--- src/sv/rotary_travel_and_homing_assert.svh ---
// ----------------------------------------------------------------------------
// Rotary travel and homing assertion macros
// Shared helpers for the concurrent checks of the rotary travel block.
// ----------------------------------------------------------------------------
`ifndef ROTARY_TRAVEL_AND_HOMING_ASSERT_SVH
`define ROTARY_TRAVEL_AND_HOMING_ASSERT_SVH

// Same-cycle implication, disabled while reset is high.
`define RTH_ASSERT_NOW(label, clk, rst, ante, cons) \
  label: assert property (@(posedge clk) disable iff (rst) (ante) |-> (cons)) \
    else $error("rotary travel check failed");

// Next-cycle implication, disabled while reset is high.
`define RTH_ASSERT_NEXT(label, clk, rst, ante, cons) \
  label: assert property (@(posedge clk) disable iff (rst) (ante) |=> (cons)) \
    else $error("rotary travel check failed");

`endif

--- src/sv/rth_pkg.sv ---
// ----------------------------------------------------------------------------
// Rotary travel package
// Types, codes and helpers shared by the rotary travel and homing block.
// ----------------------------------------------------------------------------
package rth_pkg;

  localparam int ANGLE_W    = 9;
  localparam int TOL_W      = 8;
  localparam int TRAVEL_W   = 10;
  localparam int LOCK_W     = 6;
  localparam int DIV_W      = 2;
  localparam int CFG_IDX_W  = 3;
  localparam int CFG_DATA_W = 10;

  // A 9-bit sample spans fewer than 32 turns of the smallest supported circle,
  // so five conditional subtractions reduce it.
  localparam int WRAP_STEPS = 5;

  localparam logic [TRAVEL_W-1:0] TRAVEL_MAX = '1;

  typedef enum logic [1:0] {
    DRIVE_STOP = 2'd0,
    DRIVE_CW   = 2'd1,
    DRIVE_CCW  = 2'd2
  } drive_t;

  typedef enum logic [1:0] {
    MODE_IDLE = 2'd0,
    MODE_DEC  = 2'd1,
    MODE_INC  = 2'd2
  } mode_t;

  typedef enum logic [CFG_IDX_W-1:0] {
    CFG_ORIGIN    = 3'd0,
    CFG_TOLERANCE = 3'd1,
    CFG_TARGET    = 3'd2,
    CFG_LOCKOUT   = 3'd3,
    CFG_DIVIDE    = 3'd4
  } cfg_idx_t;

  typedef struct packed {
    logic [ANGLE_W-1:0]  origin_angle;
    logic [TOL_W-1:0]    home_tolerance;
    logic [TRAVEL_W-1:0] travel_target;
    logic [LOCK_W-1:0]   lockout_ticks;
    logic [DIV_W-1:0]    sample_divide;
  } cfg_t;

  typedef struct packed {
    mode_t               mode;
    logic [TRAVEL_W-1:0] travel;
    logic [ANGLE_W-1:0]  prev_angle;
    logic [DIV_W-1:0]    divide_count;
    logic [LOCK_W-1:0]   lockout_count;
    drive_t              drive;
  } track_state_t;

  typedef struct packed {
    drive_t              drive;
    mode_t               move_mode;
    logic [TRAVEL_W-1:0] travel_count;
    logic                at_home;
  } result_t;

  // Reduces a 9-bit angle modulo steps by restoring subtraction.
  function automatic logic [ANGLE_W-1:0] wrap_angle(logic [ANGLE_W-1:0] a,
                                                     logic [ANGLE_W:0] steps);
    logic [ANGLE_W+WRAP_STEPS-1:0] rem;
    logic [ANGLE_W+WRAP_STEPS-1:0] lim;
    rem = (ANGLE_W+WRAP_STEPS)'(a);
    for (int s = WRAP_STEPS - 1; s >= 0; s--) begin
      lim = (ANGLE_W+WRAP_STEPS)'(steps) << s;
      if (rem >= lim) begin
        rem = rem - lim;
      end
    end
    return rem[ANGLE_W-1:0];
  endfunction

endpackage

--- src/sv/rth_track.sv ---
// ----------------------------------------------------------------------------
// Rotary travel step logic
// Computes the next tracking state and the result for one tick.
// ----------------------------------------------------------------------------
module rth_track import rth_pkg::*; #(
  parameter int ANGLE_STEPS = 360
) (
  input  cfg_t               cfg,
  input  track_state_t       cur,
  input  logic [ANGLE_W-1:0] angle_sample,
  input  logic               cw_request,
  input  logic               ccw_request,
  output track_state_t       nxt,
  output result_t            res
);

  localparam logic [ANGLE_W:0] STEPS = (ANGLE_W+1)'(ANGLE_STEPS);
  localparam logic [ANGLE_W:0] HALF  = (ANGLE_W+1)'(ANGLE_STEPS / 2);

  // Wrapped travel going up from one angle to the next.
  function automatic logic [ANGLE_W-1:0] step_travel(logic [ANGLE_W-1:0] from,
                                                      logic [ANGLE_W-1:0] to);
    logic [ANGLE_W:0] wrapped;
    wrapped = STEPS - (ANGLE_W+1)'(from) + (ANGLE_W+1)'(to);
    if (to > from) begin
      return to - from;
    end else if (to == from) begin
      return '0;
    end else begin
      return wrapped[ANGLE_W-1:0];
    end
  endfunction

  logic [ANGLE_W-1:0]  angle;
  logic [ANGLE_W-1:0]  origin;
  logic                take_req;
  mode_t               mode_req;
  logic [TRAVEL_W-1:0] travel_req;
  logic [ANGLE_W-1:0]  prev_req;
  logic [ANGLE_W-1:0]  add;
  logic [TRAVEL_W:0]   sum;
  logic [TRAVEL_W-1:0] travel_sat;
  logic [ANGLE_W+1:0]  dev_sum;
  logic [ANGLE_W:0]    dev;
  logic [ANGLE_W:0]    tol;
  logic                near_home;

  assign angle  = wrap_angle(angle_sample, STEPS);
  assign origin = wrap_angle(cfg.origin_angle, STEPS);

  // A request is honored only once the lockout has run out.
  assign take_req   = (cur.lockout_count == '0) && (cw_request || ccw_request);
  assign mode_req   = take_req ? (ccw_request ? MODE_INC : MODE_DEC) : cur.mode;
  assign travel_req = take_req ? '0 : cur.travel;
  assign prev_req   = take_req ? angle : cur.prev_angle;

  assign add = (mode_req == MODE_INC) ? step_travel(prev_req, angle)
                                      : step_travel(angle, prev_req);
  assign sum = (TRAVEL_W+1)'(travel_req) + (TRAVEL_W+1)'(add);
  assign travel_sat = sum[TRAVEL_W] ? TRAVEL_MAX : sum[TRAVEL_W-1:0];

  // Both operands are below one turn, so one subtraction finishes the wrap.
  assign dev_sum = (ANGLE_W+2)'(angle) + (ANGLE_W+2)'(STEPS) - (ANGLE_W+2)'(origin);
  assign dev = (dev_sum >= (ANGLE_W+2)'(STEPS))
             ? (ANGLE_W+1)'(dev_sum - (ANGLE_W+2)'(STEPS))
             : dev_sum[ANGLE_W:0];
  assign tol = (ANGLE_W+1)'(cfg.home_tolerance);
  assign near_home = (dev <= tol) || ((STEPS - dev) <= tol);

  always_comb begin
    nxt        = cur;
    res.at_home = 1'b0;

    if (cur.lockout_count != '0) begin
      nxt.lockout_count = cur.lockout_count - 1'b1;
    end else if (take_req) begin
      nxt.lockout_count = cfg.lockout_ticks;
    end

    nxt.mode       = mode_req;
    nxt.travel     = travel_req;
    nxt.prev_angle = prev_req;

    if (mode_req != MODE_IDLE) begin
      if (cur.divide_count < cfg.sample_divide) begin
        nxt.divide_count = cur.divide_count + 1'b1;
      end else begin
        nxt.divide_count = '0;
        nxt.travel       = travel_sat;
        nxt.prev_angle   = angle;
        if (travel_sat >= cfg.travel_target) begin
          nxt.mode = MODE_IDLE;
        end
        case (nxt.mode)
          MODE_DEC: nxt.drive = DRIVE_CW;
          MODE_INC: nxt.drive = DRIVE_CCW;
          default:  nxt.drive = DRIVE_STOP;
        endcase
      end
    end

    // Idle steering; exactly half a turn away leaves the drive unchanged.
    if (nxt.mode == MODE_IDLE) begin
      nxt.prev_angle = angle;
      if (near_home) begin
        nxt.drive   = DRIVE_STOP;
        res.at_home = 1'b1;
      end else if (dev > HALF) begin
        nxt.drive = DRIVE_CCW;
      end else if (dev < HALF) begin
        nxt.drive = DRIVE_CW;
      end
    end

    res.drive        = nxt.drive;
    res.move_mode    = nxt.mode;
    res.travel_count = nxt.travel;
  end

endmodule
--- config.mk ---
export PLATFORM = sky130hd
export DESIGN_NAME = rth_track
export DESIGN_NICKNAME = d
export VERILOG_FILES = /design/src/sv/rotary_travel_and_homing_assert.svh /design/src/sv/rth_pkg.sv /design/src/sv/rth_track.sv
export SDC_FILE = /design/constraint.sdc
export NUM_CORES = 1
export LEC_CHECK = 0
export BUFFER_PORTS_ARGS = -buffer_cell sky130_fd_sc_hd__buf_4
export CELL_PAD_IN_SITES_DETAIL_PLACEMENT = 1
export CELL_PAD_IN_SITES_GLOBAL_PLACEMENT = 1
export CORE_MARGIN = 2
export CORE_UTILIZATION = 40
export DETAILED_ROUTE_END_ITERATION = 12
export PLACE_DENSITY = 0.86
export SYNTH_ARGS = -nofsm -noshare
export SYNTH_HDL_FRONTEND = slang
export SYNTH_SLANG_ARGS = --single-unit
--- constraint.sdc ---
create_clock -name vclk -period 12.3
set_clock_uncertainty 0.15 [all_clocks]
set_input_delay 1.845 -clock vclk [all_inputs]
set_output_delay 1.845 -clock vclk [all_outputs]
set_load 0.03 [all_outputs]
# == Yosys cells after proc, flatten, opt, wreduce, memory -nomap -nowiden ==
# Index checks and enable logic that the tools add are counted.
# op_classes
n_addsub,15
n_lt_le_gt_ge,11
eq_ne,5
n_mux,31
reduce_logical,7
# op_table
op,count
2-to-1 mux 9 bit,9
2-to-1 mux 10 bit,3
2-to-1 mux 2 bit,12
2-to-1 mux 23 bit,1
2-to-1 mux 21 bit,1
<= comparator 10 x 8 -> 1 bit,2
adder 9 bit,2
== test 9 bit,2
">= comparator 9 bit, second input constant",2
greater-than comparator 9 bit,2
subtractor 9 bit,2
"subtractor 9 bit, first input constant",2
"subtractor 9 bit, second input constant",2
2-to-1 mux 6 bit,2
adder 10 x 9 -> 11 bit,1
">= comparator 11 x 9 -> 1 bit, second input constant",1
subtractor 10 x 9 -> 11 bit,1
"adder 9 x 9 -> 10 bit, second input constant",1
>= comparator 10 bit,1
"greater-than comparator 10 x 8 -> 1 bit, second input constant",1
"less-than comparator 10 x 8 -> 1 bit, second input constant",1
"subtractor 10 x 9 -> 10 bit, second input constant",1
"subtractor 9 x 10 -> 10 bit, first input constant",1
zero test 6 bit,1
other kinds (12),15
# word_totals
ff_bits,0
inputBits,77
out_inout_bits,46
word_cells,69

# == Longest topological paths before layout ==
# Gate-level depths: netlist of run 1.
# logic_depth
ltp_word,22
ltp_mapped,45
depth_no_buf,40

# == Worst setup path after synthesis of run 1 ==
# No wires, ideal clock.
# synth_timing
kind,input-to-output
start,input port cur[2] (netlist bit)
end,output port res[13] (netlist bit)
t_arrival_ns,9.568
t_required_ns,10.305
slack_ns,0.737
cell_stages,42
n_path_buf,5
cell_sequence,inv_1 > ha_1 > nand2b_1 > or3_1 > or2_2 > clkbuf_1 > nor2_2 > buf_2 > clkbuf_1 > a21oi_1 > ha_1 > inv_1 > o21bai_1 > a211oi_1 > o21a_1 > o21ai_0 > clkbuf_1 > mux2i_1 > [... 6 more ...] > a21oi_1 > o21bai_1 > a21oi_1 > nor2b_1 > o21ba_2 > or2_2 > ha_1 > a21o_1 > a21o_1 > a21o_1 > a21o_1 > a21oi_1 > o31ai_1 > nor2b_1 > nor2_1 > a21oi_1 > nor2b_1 > buf_4
# synth_rtl
element,line_no,source
from (decl),rth_track.sv:9,"input track_state_t cur,"
to (decl),rth_track.sv:14,output result_t res

==> results.sh, run 1 <==
export IMPL_outcome="finished clean"
export IMPL_start_util=0.405
export IMPL_clockPowerShare=0
export IMPL_max_stage_delay_ns=0.54
export IMPL_end_kind="primary output"
export IMPL_synth_seq_area_share=0
export IMPL_ys_top_cells_by_area="ha_1 21%, xnor2_1 7.1%, a21oi_1 6.3%, inv_1 5.9%, o21ai_0 3.8%"
export IMPL_yosys_area_top_type="ha_1"
export IMPL_dpl_cell_count=925
export IMPL_clkbuf_count=0
export IMPL_grt_pass1_wl_mm=26.3
export IMPL_dieHeight_um=114
export IMPL_dpl_cell_area_um2=5800
export IMPL_wl_per_cell_um=17.4
export IMPL_viasPerCell=5.68
export IMPL_tns_ns=0
export IMPL_power_switching_w=0.000566
export IMPL_portBuffers=123
export IMPL_cp_start_kind="primary input"
export IMPL_route_antenna_remaining_nets=0
export IMPL_period_share=0.946
export IMPL_layout_nets=952
export IMPL_coreArea_um2=11900
export IMPL_hold_slack_ns=3.87
export IMPL_antenna_found_initial=0
export IMPL_path_common_cell="a21oi_1"
export IMPL_p_seq_frac=0
export IMPL_seq_area_um2=0
export IMPL_slew_headroom=0.430
export IMPL_final_hold_viol_count=0
export IMPL_p_int_w=0.000403
export IMPL_synth_avg_cell_area_um2=7.09
export IMPL_dpl_hpwl_mm=13.9
export IMPL_hold_path_end="nxt[2]"
export IMPL_die_w_um=114
export IMPL_layoutNonFillerInstCount=931
export IMPL_hold_path_class="primary input to primary output"
export IMPL_worst_slew_pin_slew_ns=0.855
export IMPL_layout_min_cycle_time_ns=11.63
export IMPL_remaining_drc_errors=0
export IMPL_crit_slowest_cell="or4b_4"
export IMPL_synth_cell_types=74
export IMPL_flops_and_latches=0
export IMPL_swShare=0.584
export IMPL_grt_pass1_vias=5627
export IMPL_drive_gt1_frac=0.235
export IMPL_grtUsageTotal=0.241
export IMPL_gr_total_overflow=0
export IMPL_setup_viol=0
export IMPL_synthCells=681
export IMPL_fp_row_count=40
export IMPL_leakage_nw=2.93
export IMPL_drv_slew=0
export IMPL_drtIter0Drc=155
export IMPL_io_pins=123
export IMPL_final_cell_area_um2=5910
export IMPL_finalPower_w=0.000969
export IMPL_hold_depth=3
export IMPL_rsz0062_at_grt="false"
export IMPL_cp_data_arrival_time_ns=9.64
export IMPL_combPwrFrac=1.000
export IMPL_synth_nets=847
export IMPL_syn_area_um2=4830
export IMPL_diodes=0
export IMPL_ys_top_cells_by_count="80 x ha_1, 76 x inv_1, 61 x a21oi_1, 45 x nor2_1, 39 x xnor2_1"
export IMPL_synth_top_area_frac=0.207
export IMPL_first_pass_iters=4
export IMPL_max_vdd_ir_drop_uv=61.6
export IMPL_place_congestion=0.929
export IMPL_crit_path_max_fanout=12
export IMPL_dieArea_um2=13000
export IMPL_vias=5285
export IMPL_grt_max_degree=28
export IMPL_min_from="cur[2]"
export IMPL_syn_to_final_growth_pct=22.5
export IMPL_worst_setup_path_type="primary input to primary output"
export IMPL_totalWireLength_mm=16.2
export IMPL_power_density_nw_per_um2=164
export IMPL_synthMostInstantiatedCell="ha_1"
export IMPL_crit_required_ns=10.30
export IMPL_ys_warn_count=0
export IMPL_fmax_mhz=86.0
export IMPL_cap_violations=0
==> area by class of cell <==
type	count	area, um2
inverter	76	285
timing repair buffer	135	1010
tap	147	184
multi-input combinational	573	4430
fill	1527	6000
==> routing by layer <==
metal / routed length, um / global-route usage / vias up
met2: 7970 / 0.453 / 147
met3: 671 / 0.0181 / 26
met5: 0 / 0 / -
met4: 285 / 0.0463 / 0
met1: 7230 / 0.300 / 2509
li1: - / - / 2603
==> placed cells by master, fill, tap and decap left out, types with 6 or more instances in the layout <==
| cell type | Yosys | routed |
|---|---|---|
| buf_4 | 14 | 135 |
| ha_1 | 80 | 78 |
| inv_1 | 76 | 75 |
| a21oi_1 | 61 | 61 |
| nor2_1 | 45 | 44 |
| xnor2_1 | 39 | 38 |
| nand2_1 | 38 | 37 |
| o21ai_0 | 37 | 36 |
| nand2b_1 | 19 | 19 |
| xor2_1 | 18 | 18 |
| a21o_1 | 18 | 18 |
| nor2b_1 | 17 | 17 |
| nor3_1 | 16 | 16 |
| o21bai_1 | 14 | 14 |
| mux2i_1 | 15 | 14 |
| mux2_2 | 11 | 11 |
| and2_1 | 10 | 10 |
| a211oi_1 | 10 | 9 |
| o21a_1 | 10 | 9 |
| fa_1 | 9 | 9 |
| nand3_1 | 8 | 8 |
| o22ai_1 | 8 | 8 |
| or2_2 | 7 | 7 |
| nand4_1 | 6 | 6 |
| or3_1 | 6 | 6 |
==> power by group through the flow <==
| stage | Sequential (W) | Combinational [W] | Clock, W |
|---|---|---|---|
| after global routing | 0 | 0.00107 | 0 |
| after detailed placement | 0 | 0.000951 | 0 |
| after CTS | 0 | 0.000956 | 0 |
| after floorplan | 0 | 0.000717 | 0 |
| after global placement | 0 | 0.000909 | 0 |
| final | 0 | 0.000969 | 0 |
==> worst max-delay path by stage <==
stage,startpoint,to,slack (ns),depth (start not counted)
after floorplan,cur[2],res[13],0.74,42
after global placement,angle_sample[0],res[14],0.52,37
after detailed placement,angle_sample[0],res[14],0.13,38
after CTS,angle_sample[0],nxt[0],0.14,38
after global routing,angle_sample[0],res[14],0.009,39
final,angle_sample[0],res[14],0.67,38
==> timing repair <==
action                     CTS  global route
setup endpoints to repair    0             9
setup buffers                0             6
resized for setup            0            18
hold buffers                 0             0
==> worst max-delay path, delay by kind of cell <==
kind            cells  cell delay [ns]
simple gates        9             1.94
compound gates     21             3.78
buf+inv             3             0.44
mux                 2             0.62
fa+ha+maj           3             1.01
==> cells by family (layout without fill, tap and decap cells) <==
kind of cell             Yosys count  in the layout  share of synthesized area
AO/OA/AOI/OAI                    205            205                      0.280
AND/OR/NAND/NOR                  195            195                      0.215
buffers and inverters            108            211                     0.0967
adder cells (fa/ha/maj)           89             89                      0.245
XOR/XNOR                          58             58                      0.107
multiplexers                      26             26                     0.0568
==> metrics by stage <==
stage                      util  setup WS, ns
final                     0.496         0.669
after global routing      0.496       0.00909
after CTS                 0.487         0.142
after detailed placement  0.487         0.130
after global placement    0.487         0.524
after floorplan               -         0.737
(Power assumes the default switching activity.)
==> run 2: changes to the inputs <==
--- a/config.mk
+++ b/config.mk
@@ -5,13 +5,13 @@
 export SDC_FILE = /design/constraint.sdc
 export NUM_CORES = 1
 export LEC_CHECK = 0
-export BUFFER_PORTS_ARGS = -buffer_cell sky130_fd_sc_hd__buf_4
 export CELL_PAD_IN_SITES_DETAIL_PLACEMENT = 1
 export CELL_PAD_IN_SITES_GLOBAL_PLACEMENT = 1
 export CORE_MARGIN = 2
-export CORE_UTILIZATION = 40
+export CORE_UTILIZATION = 49
 export DETAILED_ROUTE_END_ITERATION = 12
-export PLACE_DENSITY = 0.86
+export DONT_BUFFER_PORTS = 1
+export PLACE_DENSITY = 0.88
 export SYNTH_ARGS = -nofsm -noshare
 export SYNTH_HDL_FRONTEND = slang
 export SYNTH_SLANG_ARGS = --single-unit
==> results.sh, run 2 (synthesis results as in run 1) <==
export IMPL_outcome="finished clean"
export IMPL_setup_slack_ns=0.636
export IMPL_cp_data_arrival_time_ns=9.67
export IMPL_grtUsageTotal=0.266
export IMPL_totalWireLength_mm=15.1
export IMPL_mostFrequentLayoutCells="79 x ha_1, 76 x inv_1, 61 x a21oi_1, 44 x nor2_1, 39 x xnor2_1"
export IMPL_fp_row_count=36
export IMPL_grt_pass1_wl_mm=23.0
export IMPL_slew_headroom=0.240
export IMPL_crit_family="compound AO/OA/AOI/OAI gates"
export IMPL_fmax_mhz=85.7
export IMPL_rsz0062_at_grt="false"
export IMPL_antenna_found_initial=0
export IMPL_tns_ns=0
export IMPL_crit_required_ns=10.30
export IMPL_power_density_nw_per_um2=178
export IMPL_route_antenna_remaining_nets=0
export IMPL_drive_gt1_frac=0.0773
export IMPL_cp_start_kind="primary input"
export IMPL_start_util=0.498
export IMPL_place_ws_ns=0.293
export IMPL_place_congestion=0.939
export IMPL_cp_depth=41
export IMPL_crit_end="nxt[1]"
export IMPL_cts_setup_buffers=0
export IMPL_drtIter0Drc=112
export IMPL_viasPerCell=6.12
export IMPL_crit_path_max_fanout=21
export IMPL_coreArea_um2=9680
export IMPL_worst_slew_pin_slew_ns=1.13
export IMPL_crit_slowest_cell="a211oi_1"
export IMPL_final_hold_viol_count=0
export IMPL_first_pass_iters=4
export IMPL_die_w_um=103
export IMPL_clkbuf_count=0
export IMPL_setup_viol=0
export IMPL_leakage_nw=2.33
export IMPL_hold_slack_ns=3.73
export IMPL_path_buf_inv=5
export IMPL_cap_violations=0
export IMPL_vias=4857
export IMPL_dieHeight_um=103
export IMPL_layout_min_cycle_time_ns=11.66
export IMPL_hold_depth=1
export IMPL_gr_total_overflow=0
export IMPL_worst_setup_path_type="primary input to primary output"
export IMPL_max_stage_delay_ns=0.42
export IMPL_layout_nets=828
export IMPL_drv_slew=0
export IMPL_period_share=0.948
export IMPL_portBuffers=0
export IMPL_grt_max_degree=22
export IMPL_syn_to_final_growth_pct=1.94
export IMPL_grt_pass1_vias=4906
export IMPL_io_pins=123
export IMPL_final_common_cell="ha_1"
export IMPL_hold_path_class="primary input to primary output"
export IMPL_end_kind="primary output"
export IMPL_remaining_drc_errors=0
export IMPL_diodes=0
export IMPL_path_common_cell="a21oi_1"
export IMPL_crit_start="cur[2]"
export IMPL_dpl_hpwl_mm=13.1
export IMPL_seq_area_um2=0
export IMPL_dieArea_um2=10700
export IMPL_max_vdd_ir_drop_uv=85.4
export IMPL_finalPower_w=0.000877
export IMPL_flops_and_latches=0
export IMPL_wl_per_cell_um=19.1
[run 2: area by class of cell]
class                      count  area, um2
fill                        1282       4760
inverter                      76        285
multi-input combinational    573       4390
tap                          133        166
timing repair buffer          11       82.6
[run 2: metal layers]
metal / vias up / track usage / part of all wire
met2: 141 / 0.498 / 0.49
li1: 2355 / - / -
met5: - / 0 / 0
met3: 16 / 0.0309 / 0.058
met1: 2345 / 0.339 / 0.45
met4: 0 / 0.0253 / 0.0079
[run 2: per-stage QoR]
stage / instances / cell area (um2) / util
floorplan: 681 / 4830 / -
global placement: 793 / 4890 / 0.505
detailed placement: 793 / 4890 / 0.505
CTS: 793 / 4890 / 0.505
global route: 793 / 4920 / 0.508
finish: 793 / 4920 / 0.508
[run 2: power by group]
part / internal, W / switching (W) / leakage (nW)
combinational: 0.000342 / 0.000535 / 2.33
clock: 0 / 0 / 0
sequential: 0 / 0 / 0
total: 0.000342 / 0.000535 / 2.33
[run 2: what timing repair did]
action                                  CTS  global route
endpoints found under the setup margin    0             5
resized for setup                         0             6
hold buffers                              0             0
[run 2: worst min-delay path by stage]
stage                 from     end
floorplan           cur[2]  nxt[2]
global placement    cur[4]  nxt[4]
detailed placement  cur[4]  nxt[4]
CTS                 cur[4]  nxt[4]
global route        cur[4]  nxt[4]
finish              cur[4]  nxt[4]
==> run 3: changes to the inputs <==
--- a/config.mk
+++ b/config.mk
@@ -7,6 +7,7 @@
 export LEC_CHECK = 0
 export CELL_PAD_IN_SITES_DETAIL_PLACEMENT = 1
 export CELL_PAD_IN_SITES_GLOBAL_PLACEMENT = 1
+export CORE_ASPECT_RATIO = 1.75
 export CORE_MARGIN = 2
 export CORE_UTILIZATION = 49
 export DETAILED_ROUTE_END_ITERATION = 12
==> results.sh, run 3 (synthesis results as in run 1) <==
export IMPL_crit_required_ns=10.30
export IMPL_max_stage_delay_ns=0.53
export IMPL_flops_and_latches=0
export IMPL_fp_row_count=48
export IMPL_layout_min_cycle_time_ns=11.64
export IMPL_antenna_found_initial=0
export IMPL_dieArea_um2=10700
export IMPL_crit_end="res[14]"
export IMPL_hold_path_class="primary input to primary output"
export IMPL_seq_area_um2=0
export IMPL_die_w_um=79.0
export IMPL_drtIter0Drc=157
export IMPL_portBuffers=0
export IMPL_max_vdd_ir_drop_uv=140
export IMPL_final_common_cell="ha_1"
export IMPL_io_pins=123
export IMPL_grt_pass1_wl_mm=24.3
export IMPL_setup_viol=0
export IMPL_viasPerCell=6.23
export IMPL_hold_slack_ns=3.73
export IMPL_clkbuf_count=0
export IMPL_layoutNonFillerInstCount=788
export IMPL_power_density_nw_per_um2=180
export IMPL_totalWireLength_mm=15.1
export IMPL_dieHeight_um=135
export IMPL_cap_violations=0
export IMPL_worst_slew_pin_slew_ns=1.13
export IMPL_gr_total_overflow=0
export IMPL_final_hold_viol_count=0
export IMPL_fmax_mhz=85.9
export IMPL_vias=4906
export IMPL_leakage_nw=2.35
export IMPL_grt_max_degree=28
export IMPL_busiest_layer="met2"
export IMPL_slew_headroom=0.245
export IMPL_syn_to_final_growth_pct=2.31
export IMPL_final_cell_area_um2=4940
export IMPL_diodes=0
export IMPL_start_util=0.496
export IMPL_setup_slack_ns=0.659
export IMPL_layout_nets=831
export IMPL_hold_buffers=0
export IMPL_outcome="finished clean"
export IMPL_remaining_drc_errors=0
export IMPL_dpl_cell_area_um2=4880
export IMPL_worst_setup_path_type="primary input to primary output"
export IMPL_mostFrequentLayoutCells="80 x ha_1, 76 x inv_1, 61 x a21oi_1, 44 x nor2_1, 39 x xnor2_1"
export IMPL_period_share=0.946
export IMPL_cp_data_arrival_time_ns=9.65
export IMPL_wl_per_cell_um=19.2
export IMPL_crit_path_max_fanout=12
export IMPL_place_ws_ns=0.219
export IMPL_crit_slowest_cell="or4b_4"
export IMPL_coreArea_um2=9730
export IMPL_place_congestion=0.881
export IMPL_use_met3=0.0307
export IMPL_grt_pass1_vias=5371
export IMPL_route_antenna_remaining_nets=0
export IMPL_drv_slew=0
export IMPL_cp_start_kind="primary input"
export IMPL_first_pass_iters=4
export IMPL_grtUsageMet2=0.597
export IMPL_gr_usage_met1=0.241
export IMPL_grtUsageTotal=0.277
export IMPL_crit_start="angle_sample[0]"
export IMPL_end_kind="primary output"
export IMPL_dpl_cell_count=785
export IMPL_drive_gt1_frac=0.0784
export IMPL_dpl_hpwl_mm=13.3
## run 3: changes by cell type in the layout (fill, tap and decap cells not counted), sizes merged
cell / delta
buf: +3
## run 3: worst min-delay path by stage
stage                     endpoint  slack [ns]  cells after the start   start
final                       nxt[2]        3.73                      1  cur[2]
after global routing        nxt[2]        3.73                      1  cur[2]
after CTS                   nxt[2]        3.73                      1  cur[2]
after detailed placement    nxt[2]        3.73                      1  cur[2]
after global placement      nxt[2]        3.73                      1  cur[2]
after floorplan             nxt[2]        3.72                      1  cur[2]
## run 3: critical path, delay by kind of cell
family	cells	cell delay [ns]
multiplexers	2	0.59
buffers and inverters	2	0.37
AO/OA/AOI/OAI	22	4.43
adder cells (fa/ha/maj)	3	0.94
AND/OR/NAND/NOR	7	1.47
## run 3: routing by layer
| metal | part of all wire | wire length [um] |
|---|---|---|
| met4 | 0.050 | 752 |
| met2 | 0.59 | 8980 |
| met3 | 0.032 | 479 |
| met1 | 0.32 | 4910 |
| met5 | 0 | 0 |
## run 3: power by group
| part | total, W | switching [W] | leakage (nW) | internal (W) |
|---|---|---|---|---|
| clock | 0 | 0 | 0 | 0 |
| combinational | 0.000887 | 0.000544 | 2.35 | 0.000343 |
| sequential | 0 | 0 | 0 | 0 |
## run 3: metrics by stage
stage | TNS (ns) | utilization | power (W)
after global placement | 0 | 0.502 | 0.000837
after floorplan | 0 | - | 0.000717
after global routing | -0.0241 | 0.507 | 0.000987
final | 0 | 0.507 | 0.000887
after detailed placement | 0 | 0.502 | 0.000879
after CTS | 0 | 0.502 | 0.000883
## run 3: timing repair
| action | CTS | global route |
|---|---|---|
| resized for setup | 0 | 5 |
| endpoints found under the setup margin | 0 | 9 |
| setup buffers | 0 | 3 |
## run 3: layout make-up
| type | instances | area (um2) |
|---|---|---|
| well taps | 125 | 156 |
| inverters | 76 | 285 |
| fillers | 1286 | 4790 |
| repair buffers | 14 | 118 |
| multi-input cells | 573 | 4380 |
